===== config.mk =====
export PLATFORM = sky130hd
export DESIGN_NAME = url_percent_decoder
export DESIGN_NICKNAME = d
export VERILOG_FILES = /design/src/design/upd_pkg.sv /design/src/design/upd_decode.sv /design/src/design/upd_out_buf.sv /design/src/design/url_percent_decoder.sv
export SDC_FILE = /design/constraint.sdc
export NUM_CORES = 1
export LEC_CHECK = 0
export ABC_AREA = 1
export BUFFER_PORTS_ARGS = -buffer_cell sky130_fd_sc_hd__clkbuf_2
export CAP_MARGIN = 10
export CORE_ASPECT_RATIO = 1.2
export CORE_MARGIN = 8
export CORE_UTILIZATION = 62
export CTS_BUF_LIST = sky130_fd_sc_hd__clkbuf_16
export CTS_CLUSTER_SIZE = 8
export DETAILED_ROUTE_END_ITERATION = 12
export PLACE_DENSITY_LB_ADDON = 0.3
export SETUP_SLACK_MARGIN = 0.2
export SYNTH_ARGS = -nofsm -noshare
export SYNTH_HDL_FRONTEND = slang
export SYNTH_SLANG_ARGS = --single-unit

===== constraint.sdc =====
create_clock -name clk_i -period 6.1 [get_ports clk_i]
set_clock_uncertainty 0.15 [all_clocks]
set_input_delay 0.305 -clock clk_i [delete_from_list [all_inputs] [get_ports clk_i]]
set_output_delay 0.305 -clock clk_i [all_outputs]
set_load 0.01 [all_outputs]

===== src/design/upd_pkg.sv =====
package upd_pkg;

  // Field and counter widths
  localparam int CountBits  = 16;
  localparam int CapBits    = 16;
  localparam int LenBits    = 16;
  localparam int ByteBits   = 8;
  localparam int CmpBits    = ((CountBits > CapBits) ? CountBits : CapBits) + 2;

  // One byte can cause up to three results
  localparam int MaxResults = 3;
  localparam int RemBits    = 2;

  localparam logic [CapBits-1:0]   CapReset = CapBits'(256);
  localparam logic [CountBits-1:0] CountMax = '1;

  // Characters
  localparam logic [ByteBits-1:0] ChNul     = 8'h00;
  localparam logic [ByteBits-1:0] ChPercent = 8'h25;
  localparam logic [ByteBits-1:0] ChPlus    = 8'h2B;
  localparam logic [ByteBits-1:0] ChSpace   = 8'h20;
  localparam logic [ByteBits-1:0] ChZero    = 8'h30;
  localparam logic [ByteBits-1:0] ChNine    = 8'h39;
  localparam logic [ByteBits-1:0] ChUpperA  = 8'h41;
  localparam logic [ByteBits-1:0] ChUpperF  = 8'h46;
  localparam logic [ByteBits-1:0] ChLowerA  = 8'h61;
  localparam logic [ByteBits-1:0] ChLowerF  = 8'h66;

  // Letters have low nibble 1..6; add this to get 10..15
  localparam logic [3:0] LetterOffset = 4'd9;

  typedef enum logic [1:0] {
    PendNone    = 2'd0,
    PendPercent = 2'd1,
    PendDigit   = 2'd2
  } pend_e;

  typedef struct packed {
    logic                 drop;
    pend_e                pend;
    logic [ByteBits-1:0]  digit;
    logic [CountBits-1:0] count;
  } state_t;

  typedef struct packed {
    logic [ByteBits-1:0] data;
    logic                end_mark;
    logic                status;
    logic [LenBits-1:0]  length;
  } result_t;

  function automatic logic is_digit(logic [ByteBits-1:0] c);
    return (c >= ChZero) && (c <= ChNine);
  endfunction

  function automatic logic is_hex(logic [ByteBits-1:0] c);
    return is_digit(c) ||
           ((c >= ChUpperA) && (c <= ChUpperF)) ||
           ((c >= ChLowerA) && (c <= ChLowerF));
  endfunction

  // Nibble value of a hex character; zero for anything else
  function automatic logic [3:0] hex_val(logic [ByteBits-1:0] c);
    logic [3:0] v;
    if (is_digit(c)) begin
      v = c[3:0];
    end else if (is_hex(c)) begin
      v = c[3:0] + LetterOffset;
    end else begin
      v = 4'd0;
    end
    return v;
  endfunction

endpackage


===== src/design/upd_decode.sv =====
module upd_decode (
  input  upd_pkg::state_t                                  st_i,
  input  logic [upd_pkg::ByteBits-1:0]                     byte_i,
  input  logic [upd_pkg::CapBits-1:0]                      cap_i,
  output upd_pkg::state_t                                  st_o,
  output upd_pkg::result_t [upd_pkg::MaxResults-1:0]       res_o,
  output logic [upd_pkg::RemBits-1:0]                      cnt_o
);

  logic                              is_nul;
  logic                              byte_hex;
  logic                              active;
  logic                              term;
  logic                              set_pct;
  logic [upd_pkg::RemBits-1:0]       na;
  logic [upd_pkg::ByteBits-1:0]      att [upd_pkg::MaxResults];
  logic [upd_pkg::MaxResults-1:0]    full;
  logic [upd_pkg::CmpBits-1:0]       base;
  logic [upd_pkg::RemBits-1:0]       stop;
  logic                              ovf;
  logic [upd_pkg::CountBits-1:0]     count_sum;

  assign is_nul   = (byte_i == upd_pkg::ChNul);
  assign byte_hex = upd_pkg::is_hex(byte_i);

  // Build the list of characters to write for this byte
  always_comb begin
    active  = 1'b0;
    term    = 1'b0;
    set_pct = 1'b0;
    na      = '0;
    for (int i = 0; i < upd_pkg::MaxResults; i++) begin
      att[i] = upd_pkg::ChNul;
    end
    if (!st_i.drop) begin
      active = 1'b1;
      unique case (st_i.pend)
        upd_pkg::PendPercent: begin
          if (byte_hex) begin
            active = 1'b0;
          end else begin
            att[0] = upd_pkg::ChPercent;
            na     = upd_pkg::RemBits'(1);
          end
        end
        upd_pkg::PendDigit: begin
          if (byte_hex) begin
            att[0] = {upd_pkg::hex_val(st_i.digit), upd_pkg::hex_val(byte_i)};
            na     = upd_pkg::RemBits'(1);
          end else begin
            att[0] = upd_pkg::ChPercent;
            att[1] = st_i.digit;
            na     = upd_pkg::RemBits'(2);
          end
        end
        default: begin
          na = '0;
        end
      endcase
      // Plain handling of the new byte, unless it completed an escape
      if (active && !(st_i.pend == upd_pkg::PendDigit && byte_hex)) begin
        if (is_nul) begin
          term = 1'b1;
        end else if (byte_i == upd_pkg::ChPercent) begin
          set_pct = 1'b1;
        end else if (byte_i == upd_pkg::ChPlus) begin
          att[na] = upd_pkg::ChSpace;
          na      = na + upd_pkg::RemBits'(1);
        end else begin
          att[na] = byte_i;
          na      = na + upd_pkg::RemBits'(1);
        end
      end
    end
  end

  // Room check for the first, second and third write in parallel
  assign base = upd_pkg::CmpBits'(st_i.count);

  always_comb begin
    for (int k = 0; k < upd_pkg::MaxResults; k++) begin
      full[k] = ((base + upd_pkg::CmpBits'(k + 1)) >= upd_pkg::CmpBits'(cap_i)) ||
                ((base + upd_pkg::CmpBits'(k)) >= upd_pkg::CmpBits'(upd_pkg::CountMax));
    end
  end

  always_comb begin
    ovf  = 1'b1;
    stop = '0;
    priority if ((na > upd_pkg::RemBits'(0)) && full[0]) begin
      stop = upd_pkg::RemBits'(0);
    end else if ((na > upd_pkg::RemBits'(1)) && full[1]) begin
      stop = upd_pkg::RemBits'(1);
    end else if ((na > upd_pkg::RemBits'(2)) && full[2]) begin
      stop = upd_pkg::RemBits'(2);
    end else begin
      stop = na;
      ovf  = 1'b0;
    end
  end

  assign count_sum = st_i.count + upd_pkg::CountBits'(stop);
  assign cnt_o     = stop + upd_pkg::RemBits'(ovf | term);

  // Written characters first, then the terminator in the next slot
  always_comb begin
    for (int j = 0; j < upd_pkg::MaxResults; j++) begin
      if (upd_pkg::RemBits'(j) < stop) begin
        res_o[j].data     = att[j];
        res_o[j].end_mark = 1'b0;
        res_o[j].status   = 1'b0;
        res_o[j].length   = '0;
      end else begin
        res_o[j].data     = upd_pkg::ChNul;
        res_o[j].end_mark = 1'b1;
        res_o[j].status   = ovf;
        res_o[j].length   = upd_pkg::LenBits'(count_sum);
      end
    end
  end

  always_comb begin
    st_o = st_i;
    if (st_i.drop) begin
      if (is_nul) begin
        st_o = '0;
      end
    end else if (!active) begin
      st_o.pend  = upd_pkg::PendDigit;
      st_o.digit = byte_i;
    end else if (term) begin
      st_o = '0;
    end else begin
      st_o.count = count_sum;
      st_o.drop  = ovf;
      st_o.pend  = (set_pct && !ovf) ? upd_pkg::PendPercent : upd_pkg::PendNone;
    end
  end

endmodule


===== src/design/upd_out_buf.sv =====
module upd_out_buf (
  input  logic                                        clk_i,
  input  logic                                        rst_ni,
  input  logic                                        load_i,
  input  upd_pkg::result_t [upd_pkg::MaxResults-1:0]  res_i,
  input  logic [upd_pkg::RemBits-1:0]                 cnt_i,
  input  logic                                        out_stall_i,
  output logic                                        out_valid_o,
  output upd_pkg::result_t                            head_o,
  output logic                                        free_o
);

  logic [upd_pkg::RemBits-1:0]                 rem_q;
  upd_pkg::result_t [upd_pkg::MaxResults-1:0]  res_q;
  logic                                        pop;

  assign out_valid_o = (rem_q != '0);
  assign pop         = out_valid_o && !out_stall_i;
  assign free_o      = (rem_q == '0) || ((rem_q == upd_pkg::RemBits'(1)) && pop);
  assign head_o      = res_q[0];

  always_ff @(posedge clk_i or negedge rst_ni) begin
    if (!rst_ni) begin
      rem_q <= '0;
    end else if (load_i) begin
      rem_q <= cnt_i;
    end else if (pop) begin
      rem_q <= rem_q - upd_pkg::RemBits'(1);
    end
  end

  // Advance the queue by one result per beat
  always_ff @(posedge clk_i) begin
    if (load_i) begin
      res_q <= res_i;
    end else if (pop) begin
      res_q <= res_q >> $bits(upd_pkg::result_t);
    end
  end

  a_load_when_free: assert property (@(posedge clk_i) disable iff (!rst_ni)
    load_i |-> free_o)
    else $error("result buffer loaded while holding undelivered results");

  a_stall_blocks_load: assert property (@(posedge clk_i) disable iff (!rst_ni)
    (out_valid_o && out_stall_i) |-> !free_o)
    else $error("result buffer reports room while stalled");

  a_term_last: assert property (@(posedge clk_i) disable iff (!rst_ni)
    (out_valid_o && head_o.end_mark) |-> (rem_q == upd_pkg::RemBits'(1)))
    else $error("terminator is not the last queued result");

endmodule


===== src/design/url_percent_decoder.sv =====
// URL percent decoder. Takes one text byte per beat and returns decoded bytes;
// a zero byte closes the string with a terminator beat (end_mark_o = 1) that
// carries the status (0 ok, 1 overflow) and the decoded length. "%hh" with hex
// digits in either case decodes to one byte, '+' turns into a space, a broken
// escape is passed out literally and the following bytes are rescanned. At most
// out_capacity - 1 bytes are written per string; when that runs out the block
// sends an overflow terminator and swallows input up to the next zero byte.
// Timing: a byte is registered on accept and decoded once the result queue has
// room; its results are then registered into a three-entry result queue, which
// drives the output. Input is taken every cycle as long as each byte yields at
// most one result and the output is not stalled; a byte that yields more
// results holds the decoder until the queue has drained, since the queue drains
// one result per beat. No clearing pass after reset.
// cfg_wdata_i (out_capacity, reset 256) is written when cfg_we_i is high; write
// it only while the block is idle.
module url_percent_decoder (
  input  logic                             clk_i,
  input  logic                             rst_ni,
  // input byte channel
  input  logic                             in_valid_i,
  output logic                             in_stall_o,
  input  logic [upd_pkg::ByteBits-1:0]     text_byte_i,
  // result channel
  output logic                             out_valid_o,
  input  logic                             out_stall_i,
  output logic [upd_pkg::ByteBits-1:0]     out_byte_o,
  output logic                             end_mark_o,
  output logic                             status_o,
  output logic [upd_pkg::LenBits-1:0]      decoded_len_o,
  // configuration
  input  logic                             cfg_we_i,
  input  logic [upd_pkg::CapBits-1:0]      cfg_wdata_i
);

  logic [upd_pkg::CapBits-1:0]                 cap_q;
  logic                                        in_full_q;
  logic [upd_pkg::ByteBits-1:0]                in_byte_q;
  upd_pkg::state_t                             st_q;
  upd_pkg::state_t                             st_d;
  upd_pkg::result_t [upd_pkg::MaxResults-1:0]  dec_res;
  logic [upd_pkg::RemBits-1:0]                 dec_cnt;
  upd_pkg::result_t                            head;
  logic                                        buf_free;
  logic                                        take;
  logic                                        accept;

  // Decode the held byte whenever the result queue can take its results
  assign take       = in_full_q && buf_free;
  assign in_stall_o = in_full_q && !take;
  assign accept     = in_valid_i && !in_stall_o;

  always_ff @(posedge clk_i or negedge rst_ni) begin
    if (!rst_ni) begin
      cap_q <= upd_pkg::CapReset;
    end else if (cfg_we_i) begin
      cap_q <= cfg_wdata_i;
    end
  end

  always_ff @(posedge clk_i or negedge rst_ni) begin
    if (!rst_ni) begin
      in_full_q <= 1'b0;
      st_q      <= '0;
    end else begin
      if (accept) begin
        in_full_q <= 1'b1;
      end else if (take) begin
        in_full_q <= 1'b0;
      end
      if (take) begin
        st_q <= st_d;
      end
    end
  end

  // Input byte register; payload only
  always_ff @(posedge clk_i) begin
    if (accept) begin
      in_byte_q <= text_byte_i;
    end
  end

  upd_decode u_decode (
    .st_i   (st_q),
    .byte_i (in_byte_q),
    .cap_i  (cap_q),
    .st_o   (st_d),
    .res_o  (dec_res),
    .cnt_o  (dec_cnt)
  );

  upd_out_buf u_out_buf (
    .clk_i       (clk_i),
    .rst_ni      (rst_ni),
    .load_i      (take),
    .res_i       (dec_res),
    .cnt_i       (dec_cnt),
    .out_stall_i (out_stall_i),
    .out_valid_o (out_valid_o),
    .head_o      (head),
    .free_o      (buf_free)
  );

  assign out_byte_o    = head.data;
  assign end_mark_o    = head.end_mark;
  assign status_o      = head.status;
  assign decoded_len_o = head.length;

  a_drop_no_pend: assert property (@(posedge clk_i) disable iff (!rst_ni)
    st_q.drop |-> (st_q.pend == upd_pkg::PendNone))
    else $error("escape pending while dropping after overflow");

  a_digit_is_hex: assert property (@(posedge clk_i) disable iff (!rst_ni)
    (st_q.pend == upd_pkg::PendDigit) |-> upd_pkg::is_hex(st_q.digit))
    else $error("held escape digit is not a hex character");

  a_drop_silent: assert property (@(posedge clk_i) disable iff (!rst_ni)
    (take && st_q.drop) |=> !out_valid_o)
    else $error("dropped byte produced a result");

endmodule

* Word level (Yosys, flattened, before mapping)
Cells that the tools add are included. Widths: inputs -> output; s select.
Word-level totals: input port bits 29, register bits after elaboration 132, output and inout port bits 28
Operators by class: $lt $le $gt $ge 26, mux-type cells 61, bitwise gates (word level) 5, eq/ne operators 7, reduce and logical (&&, ||, !) cells 40, add/subtract/negate cells 9
Operators with widths (number):
- $mux 78 | 2
- $mux 24 | 5
- $mux 26 | 3
- $mux 8 | 7
- $ge 18x16->1 | 3
- $mux 27 | 2
- $ge 18x16->1 const B | 2
- $add 16x2->17 const B | 2
- $ge 8x7->1 const B | 4
- $le 8x7->1 const B | 4
- $mux 16 | 2
- $bwmux 24 | 1
- $mux 2 | 11
- $and 21x21->21 | 1
- $not 21->21 | 1
- $mux 1 | 19
- $logic_and 1x1->1 | 18
- $add 16x1->17 const B | 1
- $add 16x2->16 | 1
- $demux 8 s2 | 1
- $eq 8x6->1 const B | 2
- $ge 16x16->1 const B | 1
- $ge 8x6->1 const B | 2
- $le 8x6->1 const B | 2
- other kinds (30) | 51

* Logic depth before layout (Yosys ltp)
Gate-level depths: netlist of run 1.
depth after elaboration 23, mapped depth 33, gate-level depth less buffers 31

* Cells and area by module
Synthesis of run 1 repeated with hierarchy kept, for this count alone.
Unflattened totals: cells, all modules 1308, area, all modules 9726.8 µm²
By module, submodules not included:
- upd_decode | cells an instance 759, area an instance 4176.5 µm², instances 1
- upd_out_buf | cells an instance 349, area an instance 3575.9 µm², instances 1
- url_percent_decoder | cells an instance 200, area an instance 1974.4 µm², instances 1

* Least setup slack after synthesis of run 1
No wires, ideal clock.
kind register -> register, start register st_q[1] (netlist name), end register u_out_buf.res_q, in the netlist u_out_buf.head_o[14], data pin, setup time 0.253 ns, path slack 1.653 ns, stages on the path, launching flop included 30, arrival time 4.044 ns, period minus slack after synthesis 4.447 ns, cells stage by stage dfrtp_1 inv_1 ha_1 inv_1 nand2_1 nor2_1 nand2_1 xor2_1 ha_1 nand2_1 nor2_1 nand3_1 o21a_1 nand3_1 a21oi_1 nand2_1 nand2_1 nand2_2 nand2_8 nand2_8 buf_6 inv_1 ha_1 fa_1 nand2_1 nor2_1 nand2_1 xor2_1 nand3b_1 nand2_1
Between the ends: longest elaborated chain between the ends 10, elaborated cells between the ends (all ways) 22, those cells by class 4 x add/sub; 7 x order compare; 5 x mux; 6 x reduce/logical
Ends and longest elaborated chain:
- from (decl) | line url_percent_decoder.sv:38 | upd_pkg::state_t st_q;
- from (signal assigned) | line url_percent_decoder.sv:71 | st_q <= st_d;
- $add 16x2->17 (on tied branches) | line upd_decode.sv:82, upd_decode.sv:83
- $ge 18x16->1 (on tied branches) | line upd_decode.sv:82, upd_decode.sv:83
- $logic_or 1x1->1 | line upd_decode.sv:82 | full[k] = ((base + upd_pkg::CmpBits'(k + 1)) >= upd_pkg::CmpBits'(cap_i)) ||
- $logic_and 1x1->1 | line upd_decode.sv:94 | end else if ((na > upd_pkg::RemBits'(2)) && full[2]) begin
- $mux 2 | line upd_decode.sv:94
- $mux 2 | line upd_decode.sv:92 | end else if ((na > upd_pkg::RemBits'(1)) && full[1]) begin
- $mux 2 | line upd_decode.sv:90 | priority if ((na > upd_pkg::RemBits'(0)) && full[0]) begin
- $add 16x2->16 or $lt 1x2->1 (tied branches) | line upd_decode.sv:102, upd_decode.sv:108
- $mux 26 (*) | line upd_decode.sv:108 | if (upd_pkg::RemBits'(j) < stop) begin
- $mux 78 (*) | line upd_out_buf.sv:34 | if (load_i) begin
- to (signal assigned) | line upd_out_buf.sv:35 | res_q <= res_i;
- to (signal assigned) | line upd_out_buf.sv:37 | res_q <= res_q >> $bits(upd_pkg::result_t);
- to (decl) | line upd_out_buf.sv:14 | upd_pkg::result_t [upd_pkg::MaxResults-1:0] res_q;
Every way passes the cells marked *; elsewhere a longest branch is shown, timed or not. A chain may end at the register's enable or synchronous reset.

* Worst setup path after layout of run 1
start register st_q[0] (netlist name), end register u_out_buf.res_q, in the netlist u_out_buf.head_o[14], data pin
Same word-level chain as after synthesis.

==> impl_metrics.yaml, run 1 <==
clock_tree:
  ctsLongestPathBuffers: 2
  tritoncts: "done"
  clock_latency_ns: 0.43
  clk_pin_slew_worst_paths_ns: 0.06
  post_cts_resize_count: 0
  cts_buffers: 17
  root_buffer: "sky130_fd_sc_hd__clkbuf_16"
  h-tree-depth: 4
  clock_sink_count: 132
yosys:
  netlist_top_cells_area: "sky130_fd_sc_hd__edfxtp_1 (28%), sky130_fd_sc_hd__nand2_1 (13%), sky130_fd_sc_hd__dfrtp_1 (12%)"
  yosys.area.top_type_share_pct: 28.5
  synth_edf_count: 86
  yosys_register_bits: 132
  ys_warn_count: 0
  seq_area_frac_synth_pct: 41.2
  postSynthNetCount: 1212
  netlist-cell-type-count: 48
  dominant_cell_by_count_in_the_synthesized_netlist: "sky130_fd_sc_hd__nand2_1"
  postSynthCellCount: 1111
  total_standard_cell_area_after_synthesis_um2: 9070
  synth_top_flop_cell: "sky130_fd_sc_hd__edfxtp_1"
  yosys.area.top_type: "sky130_fd_sc_hd__edfxtp_1"
  async_reset_ff_share_pct: 34.8
  synth.top_cells.by_count: "sky130_fd_sc_hd__nand2_1 (312), sky130_fd_sc_hd__inv_1 (131), sky130_fd_sc_hd__nor2_1 (90)"
  syn-mean-instance-area_um2: 8.16
detailed_routing:
  total_routed_length_mm: 22.5
  total_via_count_after_detailed_routing: 7509
  detailedRoute.firstPassIterationCount: 5
  drt-initial-drc-count: 624
  drcViolationCount: 0
  antenna_viol_nets_final: 0
  avgRoutedWirePerCell_um: 16.7
  via_per_inst: 5.56
min_path:
  hp-class: "in2reg"
critical_path:
  crit_path_start_kind: "register"
  cpPeakStageDelay_ns: 0.64
  worstSetupEndpointType: "register"
  crit_slowest_cell: "sky130_fd_sc_hd__dfrtp_1"
  worst_ep_required_time_ns: 6.14
  worst-endpoint-arrival_ns: 5.44
  worst-setup-path-type: "reg2reg"
  critical_path.max_fanout: 19
  crit_top_cell: "sky130_fd_sc_hd__nand2_1"
floorplan:
  placementRows: 48
  placeableCoreArea_um2: 14400
  start_util_pct: 63.2
  floorplan_die_height_um: 148
  top_level_ports: 57
  die_w_um: 126
  die_area_um2: 18800
placed_design:
  place_ws_ns: 0.821
  routabilityCongestion: 1.02
  numPortBuffers: 56
  post-dp-hpwl_mm: 16.8
finish:
  final_net_count: 1264
  drive_above_1_share_pct: 13.4
  area.growth.synth_to_final_pct: 10.8
  antenna_cells: 0
  layout.core_utilization_pct: 70.0
  nFillCells: 1139
timing:
  finalWorstPathRequiredPeriod_ns: 5.40
  grt_setup_unrepaired: "false"
  fin_ws_ns: 0.701
  worst_slew_margin_rel_pct: 51.1
  timing_max_transition_violations_final: 0
  period_share_pct: 88.5
  post_route_worst_hold_slack_ns: 0.147
  timing.final.hold_violations: 0
  setup-violations-final: 0
  setup-tns-final_ns: 0
  worst_slew_pin_tran_ns: 0.733
  max_freq_ghz: 0.185
grt:
  maximum_number_of_pins_on_one_net_before_global_route_repair: 61
  number_of_antenna_violations_at_the_first_check_in_global_routing: 0
  grt_usage_pct: 24.8
  number_of_global_route_vias_before_repair: 7223
  grt_first_pass_wirelength_mm: 37.0
  gr-total-overflow: 0
power:
  power.density_cell_area_nw_per_um2: 470
  finalPower_mw: 4.72
  p_leak_nw: 4.88
  vdd_drop_max_v: 0.000316
run_status:
  run_status: "completed"
flow_run:
  max-cap-violations: 0
routing by layer:
layer	wire length, µm	vias to the layer above	GRT usage [%]
li1	-	3700	-
met1	10500	3483	34.1
met2	10100	278	37.8
met3	1450	48	4.58
met4	547	0	9.64
met5	0	-	0
placed cells by master (no fill, tap or decap), types with 17 or more instances in the layout:
master,count
sky130_fd_sc_hd__a21oi_1,27
sky130_fd_sc_hd__clkbuf_16,17
sky130_fd_sc_hd__clkbuf_2,56
sky130_fd_sc_hd__dfrtp_1,45
sky130_fd_sc_hd__dlygate4sd3_1,26
sky130_fd_sc_hd__edfxtp_1,86
sky130_fd_sc_hd__ha_1,71
sky130_fd_sc_hd__inv_1,130
sky130_fd_sc_hd__nand2_1,312
sky130_fd_sc_hd__nand3_1,64
sky130_fd_sc_hd__nor2_1,90
sky130_fd_sc_hd__o21ai_0,56
sky130_fd_sc_hd__o22ai_1,23
sky130_fd_sc_hd__xor2_1,34
logic make-up (layout without fill, tap and decap cells):
group / count (synthesis) / count (layout) / share of synthesized area, %
compound gates: 133 / 133 / 8.17
xor+xnor: 37 / 37 / 3.66
fa+ha+maj: 72 / 72 / 10.0
buf+inv: 194 / 259 / 9.90
flops: 132 / 132 / 41.2
mux: 1 / 1 / 0.124
simple gates: 542 / 542 / 27.0
layout make-up:
| class | instances | area, µm² | share of cell area [%] |
|---|---|---|---|
| clock buffers | 17 | 425 | 4.23 |
| flip-flops and latches | 132 | 3730 | 37.1 |
| inverters | 142 | 536 | 5.33 |
| well taps | 175 | 219 | 2.18 |
| clock inverters | 15 | 139 | 1.38 |
| repair buffers | 85 | 563 | 5.60 |
| multi-input cells | 785 | 4440 | 44.1 |
flip-flops by register name, summed over array words and instances (netlist names):
name              flops
cap_q                16
u_out_buf.head_o     26
u_out_buf.rem_q       2
u_out_buf.res_q      52
in_full_q             1
st_q                 27
in_byte_q             8
power breakdown:
| group | leakage, nW | switching, mW | internal (mW) |
|---|---|---|---|
| clock network | 0.264 | 0.448 | 0.536 |
| logic | 3.16 | 1.40 | 0.633 |
| registers | 1.46 | 0.228 | 1.48 |
| total | 4.88 | 2.07 | 2.65 |
what timing repair did:
item | 4_1_cts | 5_1_grt
hold endpoints to repair | 70 | 0
buffers inserted | 0 | 0
hold buffers | 26 | 0
worst max-delay path, delay by kind of cell (launching register included):
kind | cells | cell delay, ns
buf+inv | 4 | 0.50
compound gates | 2 | 0.25
fa+ha+maj | 4 | 1.20
flops | 1 | 0.64
simple gates | 16 | 1.90
xor+xnor | 2 | 0.49
metrics by stage:
| step | instance area (µm²) | cells |
|---|---|---|
| floorplan | 9070 | 1111 |
| global placement | 9230 | 1293 |
| detailed placement | 9230 | 1293 |
| CTS | 10100 | 1351 |
| global route | 10100 | 1351 |
| finish | 10100 | 1351 |
worst paths after layout:
check / endpoint / slack (ns) / depth (start not counted) / from
worst max-delay path: u_out_buf.head_o[14] / 0.70 / 28 / st_q[0]
worst min-delay path: u_out_buf.rem_q[1] / 0.15 / 5 / out_stall_i
worst max register to register: u_out_buf.head_o[14] / 0.70 / 28 / st_q[0]
worst min register to register: u_out_buf.rem_q[1] / 0.34 / 2 / u_out_buf.rem_q[1]
max in group asynchronous: st_q[16] / 4.96 / 3 / rst_ni
min in group asynchronous: cap_q[6] / 0.40 / 3 / rst_ni
(Power assumes the default switching activity.)
==> inputs of run 2 (changes only) <==
--- a/config.mk
+++ b/config.mk
@@ -6,14 +6,14 @@
 export NUM_CORES = 1
 export LEC_CHECK = 0
 export ABC_AREA = 1
-export BUFFER_PORTS_ARGS = -buffer_cell sky130_fd_sc_hd__clkbuf_2
 export CAP_MARGIN = 10
 export CORE_ASPECT_RATIO = 1.2
 export CORE_MARGIN = 8
-export CORE_UTILIZATION = 62
+export CORE_UTILIZATION = 65
 export CTS_BUF_LIST = sky130_fd_sc_hd__clkbuf_16
 export CTS_CLUSTER_SIZE = 8
 export DETAILED_ROUTE_END_ITERATION = 12
+export DONT_BUFFER_PORTS = 1
 export PLACE_DENSITY_LB_ADDON = 0.3
 export SETUP_SLACK_MARGIN = 0.2
 export SYNTH_ARGS = -nofsm -noshare
==> run 2 against run 1 <==
First-iteration DRC count rose by 37%. Sequential power is 4% higher. Sequential share of layout area up 0.77 points. Setup slack got worse by 0.063 ns. Register-to-register slack lost 0.06 ns. Global-route usage is 1.9 points higher. Fmax is 1.2% lower. Clock power grew 9.9%. Largest cell class unchanged.
==> impl_metrics.yaml, run 2 (synthesis results as in run 1) <==
finish:
  largest_reg_flops: 52
  drive_above_1_share_pct: 8.74
  layout.cells.most_common_list: "sky130_fd_sc_hd__nand2_1 (312), sky130_fd_sc_hd__inv_1 (131), sky130_fd_sc_hd__nor2_1 (90)"
  area.growth.synth_to_final_pct: 8.58
  final_net_count: 1209
  nFillCells: 1040
  layout.cells.non_filler: 1292
  most_common_library_cell_in_the_layout_ignoring_fill_and_taps: "sky130_fd_sc_hd__nand2_1"
  max_flop_register: "u_out_buf.res_q"
  antenna_cells: 0
  sequential_cell_area_um2: 3730
  multi_input_area_um2: 4440
clock_tree:
  clk_pin_slew_worst_paths_ns: 0.06
  clock_latency_ns: 0.43
  postCtsSetupRepairBufs: 0
  clock_sink_count: 132
  h-tree-depth: 4
  tritoncts: "done"
  post_cts_resize_count: 0
  total_of_hold_buffers_inserted_after_clock_tree_synthesis: 28
  cts_buffers: 17
  root_buffer: "sky130_fd_sc_hd__clkbuf_16"
  ctsLongestPathBuffers: 2
timing:
  worst_slew_pin_tran_ns: 0.849
  timing_max_transition_violations_final: 0
  timing.final.hold_violations: 0
  finalWorstPathRequiredPeriod_ns: 5.46
  post_route_worst_hold_slack_ns: 0.0770
  fin_ws_ns: 0.637
  setup-violations-final: 0
  worst_slew_margin_rel_pct: 43.2
  setup-tns-final_ns: 0
  max_freq_ghz: 0.183
  period_share_pct: 89.6
  grt_setup_unrepaired: "false"
critical_path:
  worst-endpoint-arrival_ns: 5.50
  family_of_cells_with_the_greatest_summed_delay_on_the_critical_path: "simple AND/OR/NAND/NOR gates"
  critical_path.max_fanout: 19
  worst_ep_required_time_ns: 6.13
  crit_top_cell: "sky130_fd_sc_hd__nand2_1"
  worstSetupEndpointType: "register"
  crit_buf_inv: 3
  crit_path_start_kind: "register"
  cpPeakStageDelay_ns: 0.59
  crit_slowest_cell: "sky130_fd_sc_hd__dfrtp_1"
  r2r_setup_slack_ns: 0.64
  worst-setup-path-type: "reg2reg"
run_status:
  run_status: "completed"
placed_design:
  place.detailed.instances: 1232
  place_ws_ns: 0.775
  routabilityCongestion: 0.994
  post-dp-hpwl_mm: 17.1
  numPortBuffers: 0
grt:
  met3_usage_pct: 5.63
  grt_first_pass_wirelength_mm: 37.2
  grt.met2_usage_pct: 41.6
  number_of_antenna_violations_at_the_first_check_in_global_routing: 0
  grt.busiest_layer: "met2"
  gr-total-overflow: 0
  number_of_global_route_vias_before_repair: 7106
  globalRouteMet1Util_pct: 36.2
  grt_usage_pct: 26.6
  maximum_number_of_pins_on_one_net_before_global_route_repair: 57
power:
  switchingPower_mw: 2.05
  netSwitchingFraction_pct: 42.9
  share_clk_of_total_power_pct: 22.5
  p_int_mw: 2.73
  p_leak_nw: 4.69
  power.density_cell_area_nw_per_um2: 486
  vdd_drop_max_v: 0.000404
  power.share.combinational_pct: 40.4
  finalPower_mw: 4.79
  reg_power_share_pct: 37.1
floorplan:
  start_util_pct: 66.2
  die_w_um: 124
  floorplan_die_height_um: 145
  placementRows: 47
  placeableCoreArea_um2: 13700
  die_area_um2: 18000
  top_level_ports: 57
detailed_routing:
  detailedRoute.firstPassIterationCount: 5
  antenna_viol_nets_final: 0
  drcViolationCount: 0
  avgRoutedWirePerCell_um: 18.1
  via_per_inst: 5.72
  total_via_count_after_detailed_routing: 7389
  total_routed_length_mm: 23.4
  drt-initial-drc-count: 855
flow_run:
  max-cap-violations: 0
min_path:
  hp-class: "in2reg"
## run 2: cell types whose count changed in the layout (fill, tap and decap cells not counted), sizes merged
cell         before  now
clkbuf           73   17
inv             147  141
bufinv            0    4
clkinv            6   10
clkinvlp          4    2
dlygate4sd3      26   27
## run 2: layer usage
layer | wire length (µm) | up-vias
met2 | 10900 | 344
met5 | 0 | -
met3 | 1810 | 38
met4 | 501 | 0
met1 | 10200 | 3413
li1 | - | 3594
## run 2: worst paths after layout
kind                                     from                    to  cells after the start
max                                   st_q[1]  u_out_buf.head_o[14]                     26
min                               out_stall_i    u_out_buf.rem_q[1]                      4
max reg2reg                           st_q[1]  u_out_buf.head_o[14]                     26
min reg2reg                u_out_buf.rem_q[1]    u_out_buf.rem_q[1]                      2
max in group asynchronous              rst_ni              cap_q[8]                      2
min in group asynchronous              rst_ni             cap_q[13]                      2
## run 2: power by group through the flow
stage | Clock, mW | Combinational (mW) | Sequential, mW
after floorplan | 0 | 1.63 | 1.63
after global placement | 0 | 1.83 | 1.77
after detailed placement | 0 | 1.86 | 1.78
after CTS | 1.07 | 1.92 | 1.77
after global routing | 1.11 | 2.17 | 1.81
final | 1.08 | 1.94 | 1.78
## run 2: worst min-delay path: stages
cell and delay (ns):
sky130_fd_sc_hd__nor2_1 0.10, sky130_fd_sc_hd__nor2_1 0.08, sky130_fd_sc_hd__nand2_1 0.06, sky130_fd_sc_hd__nand2_1 0.06
## run 2: cell type report
cell class | instances | area share, %
Clock buffer | 17 | 4.32
Clock inverter | 15 | 1.91
Sequential cell | 132 | 37.9
Inverter | 142 | 5.45
Tap cell | 171 | 2.17
Timing Repair Buffer | 30 | 3.18
Multi-Input combinational cell | 785 | 45.1
## run 2: metrics by stage
stage	instance area [µm²]	utilization [%]
finish	9850	71.9
global route	9850	71.9
CTS	9850	71.9
detailed placement	8940	65.2
global placement	8940	65.2
floorplan	9070	-
==> inputs of run 3 (changes only) <==
--- a/config.mk
+++ b/config.mk
@@ -5,7 +5,6 @@
 export SDC_FILE = /design/constraint.sdc
 export NUM_CORES = 1
 export LEC_CHECK = 0
-export ABC_AREA = 1
 export CAP_MARGIN = 10
 export CORE_ASPECT_RATIO = 1.2
 export CORE_MARGIN = 8
==> run 3 against run 2 <==
Synthesized cell count shrank 20%. Register-to-register slack got worse by 0.03 ns. Setup slack worse by 0.028 ns. Via count decreased by 7.9%. Flip-flop and latch count did not move. Critical path depth fell by 5. Critical path type unchanged. Largest cell class unchanged. Largest power group is now registers. Highest routed layer unchanged.
==> impl_metrics.yaml, run 3 <==
yosys:
  synth_top_flop_cell: "sky130_fd_sc_hd__edfxtp_1"
  synth_edf_count: 86
  yosys.area.top_type_share_pct: 30.2
  postSynthNetCount: 985
  syn-mean-instance-area_um2: 9.69
  total_standard_cell_area_after_synthesis_um2: 8560
  netlist-cell-type-count: 78
  postSynthCellCount: 884
  ys_warn_count: 0
  dominant_cell_by_count_in_the_synthesized_netlist: "sky130_fd_sc_hd__nand2_1"
  synth.top_cells.by_count: "sky130_fd_sc_hd__nand2_1 (108), sky130_fd_sc_hd__edfxtp_1 (86), sky130_fd_sc_hd__ha_1 (71)"
  async_reset_ff_share_pct: 34.8
  yosys.area.top_type: "sky130_fd_sc_hd__edfxtp_1"
  netlist_top_cells_area: "sky130_fd_sc_hd__edfxtp_1 (30%), sky130_fd_sc_hd__dfrtp_1 (13%), sky130_fd_sc_hd__ha_1 (10%)"
  yosys_register_bits: 132
  seq_area_frac_synth_pct: 43.6
critical_path:
  worst_r2r_startpoint: "in_byte_q[1]"
  worst_ep_required_time_ns: 6.12
  cpPeakStageDelay_ns: 0.51
  critical_path.max_fanout: 8
  crit_buf_inv: 1
  crit_slowest_cell: "sky130_fd_sc_hd__edfxtp_1"
  path_cells: "inv_1 -> ha_1 -> or3b_1 -> a41o_1 -> nand2_1 -> nand2_1 -> and2_1 -> ha_1 -> nor2_1 -> and3_1 -> a311o_2 -> o21ai_2 -> a21boi_2 -> ha_1 -> fa_2 -> nand2_1 -> nor2_2 -> nand2_1 -> xor2_1 -> nor2_1 -> a22o_1"
  family_of_cells_with_the_greatest_summed_delay_on_the_critical_path: "simple AND/OR/NAND/NOR gates"
  crit_top_cell: "sky130_fd_sc_hd__nand2_1"
  worst-setup-path-type: "reg2reg"
  worstSetupEndpointType: "register"
  cp-startpoint: "in_byte_q[1]"
  worst-endpoint-arrival_ns: 5.51
  crit_path_start_kind: "register"
floorplan:
  die_w_um: 121
  placeableCoreArea_um2: 13100
  placementRows: 46
  floorplan_die_height_um: 142
  top_level_ports: 57
  start_util_pct: 65.5
  die_area_um2: 17100
detailed_routing:
  avgRoutedWirePerCell_um: 21.4
  dr_wl_met3_mm: 1.54
  drcViolationCount: 0
  drt-initial-drc-count: 683
  routedLengthMet1_mm: 9.37
  total_routed_length_mm: 22.5
  detailedRoute.firstPassIterationCount: 5
  via_per_inst: 6.45
  route.met2.wl_mm: 10.9
  antenna_viol_nets_final: 0
  route.top_layer_used: "met4"
  total_via_count_after_detailed_routing: 6802
grt:
  number_of_antenna_violations_at_the_first_check_in_global_routing: 0
  grt_usage_pct: 27.2
  maximum_number_of_pins_on_one_net_before_global_route_repair: 81
  grt_first_pass_wirelength_mm: 36.4
  gr-total-overflow: 0
  number_of_global_route_vias_before_repair: 6764
timing:
  finalWorstPathRequiredPeriod_ns: 5.49
  period_share_pct: 90.0
  grt_setup_unrepaired: "false"
  timing_max_transition_violations_final: 0
  worst_slew_pin_tran_ns: 1.02
  setup-violations-final: 0
  setup-tns-final_ns: 0
  timing.final.hold_violations: 0
  max_freq_ghz: 0.182
  worst_slew_margin_rel_pct: 31.7
  fin_ws_ns: 0.610
placed_design:
  place_ws_ns: 0.302
  post-dp-hpwl_mm: 16.2
  routabilityCongestion: 0.964
  numPortBuffers: 0
  detailed_place.area_um2: 8460
  place.detailed.instances: 993
clock_tree:
  clock_sink_count: 132
  h-tree-depth: 4
  clk_pin_slew_worst_paths_ns: 0.06
  clock_latency_ns: 0.42
  ctsLongestPathBuffers: 2
  tritoncts: "done"
  root_buffer: "sky130_fd_sc_hd__clkbuf_16"
  cts_buffers: 17
min_path:
  min-delay-start: "out_stall_i"
  hp-class: "in2reg"
finish:
  final_net_count: 974
  multi_input_area_um2: 4270
  drive_above_1_share_pct: 8.24
  max_flop_register: "u_out_buf.res_q"
  post-route-cell-area_um2: 9320
  area.growth.synth_to_final_pct: 8.90
  layout.cells.most_common_list: "sky130_fd_sc_hd__nand2_1 (108), sky130_fd_sc_hd__edfxtp_1 (86), sky130_fd_sc_hd__ha_1 (71)"
  antenna_cells: 0
  layout.core_utilization_pct: 71.4
  sequential_cell_area_um2: 3730
  nFillCells: 921
  layout.cells.non_filler: 1054
  most_common_library_cell_in_the_layout_ignoring_fill_and_taps: "sky130_fd_sc_hd__nand2_1"
  largest_reg_flops: 52
power:
  vdd_drop_max_v: 0.000454
  p_leak_nw: 3.98
  power.density_cell_area_nw_per_um2: 400
run_status:
  run_status: "completed"
flow_run:
  max-cap-violations: 0
[run 3: cell count changes in the layout (fill, tap and decap cells not counted), moves of 24 or more]
cell                      delta
sky130_fd_sc_hd__nand3_1    -37
sky130_fd_sc_hd__nor2_1     -28
sky130_fd_sc_hd__inv_1      -90
sky130_fd_sc_hd__nand2_1   -204
sky130_fd_sc_hd__xnor2_1    +24
sky130_fd_sc_hd__a22o_1     +28
[run 3: cells by family (layout without fill, tap and decap cells)]
family / Yosys count / after routing / synth area share (%)
AO/OA/AOI/OAI: 210 / 210 / 16.0
adder cells (fa/ha/maj): 72 / 72 / 10.6
buffers and inverters: 115 / 117 / 6.85
flip-flops: 132 / 132 / 43.6
XOR/XNOR: 56 / 56 / 5.73
AND/OR/NAND/NOR: 296 / 296 / 16.8
multiplexers: 3 / 3 / 0.380
[run 3: tightest hold or removal path, stage by stage]
cell and delay, ns:
sky130_fd_sc_hd__nor2_1 0.06, sky130_fd_sc_hd__xnor2_1 0.18, sky130_fd_sc_hd__o21ai_0 0.08
[run 3: path summary, 6_finish.rpt]
check	endpoint	slack, ns	cells past startpoint
worst max-delay path	u_out_buf.res_q[38]	0.61	21
worst min-delay path	u_out_buf.rem_q[0]	0.1	3
worst max register to register	u_out_buf.res_q[38]	0.61	21
worst min register to register	u_out_buf.head_o[19]	0.38	2
max in group asynchronous	cap_q[8]	5.26	2
min in group asynchronous	cap_q[3]	0.28	2
[run 3: routing by layer]
| layer | track usage (%) | vias to the layer above |
|---|---|---|
| met5 | 0 | - |
| met4 | 11.5 | 0 |
| met3 | 5.25 | 54 |
| met2 | 44.3 | 299 |
| met1 | 34.6 | 3301 |
| li1 | - | 3148 |
[run 3: area by class of cell]
class                           count  share of cell area (%)
Multi-Input combinational cell    637                    45.8
Clock inverter                     15                    1.18
Sequential cell                   132                    40.1
Tap cell                          168                    2.25
Clock buffer                       17                    4.56
Inverter                           42                    1.69
Timing Repair Buffer               43                    4.46
[run 3: what timing repair did]
action,in CTS,in global routing
resized for setup,0,6
setup endpoints to repair,0,25
endpoints found under the hold margin,71,0
setup buffers,0,0
hold buffers,28,0
[run 3: through the flow]
stage	total power [mW]	hold slack (ns)
after floorplan	2.55	-0.141
after global placement	2.68	-0.139
after detailed placement	2.78	-0.139
after CTS	3.73	0.103
after global routing	3.94	0.106
final	3.73	0.0987
[run 3: power breakdown]
part / leakage [nW] / total [mW] / internal, mW / switching, mW
registers: 1.48 / 1.64 / 1.42 / 0.223
logic: 2.25 / 1.16 / 0.392 / 0.770
clock network: 0.253 / 0.926 / 0.519 / 0.407
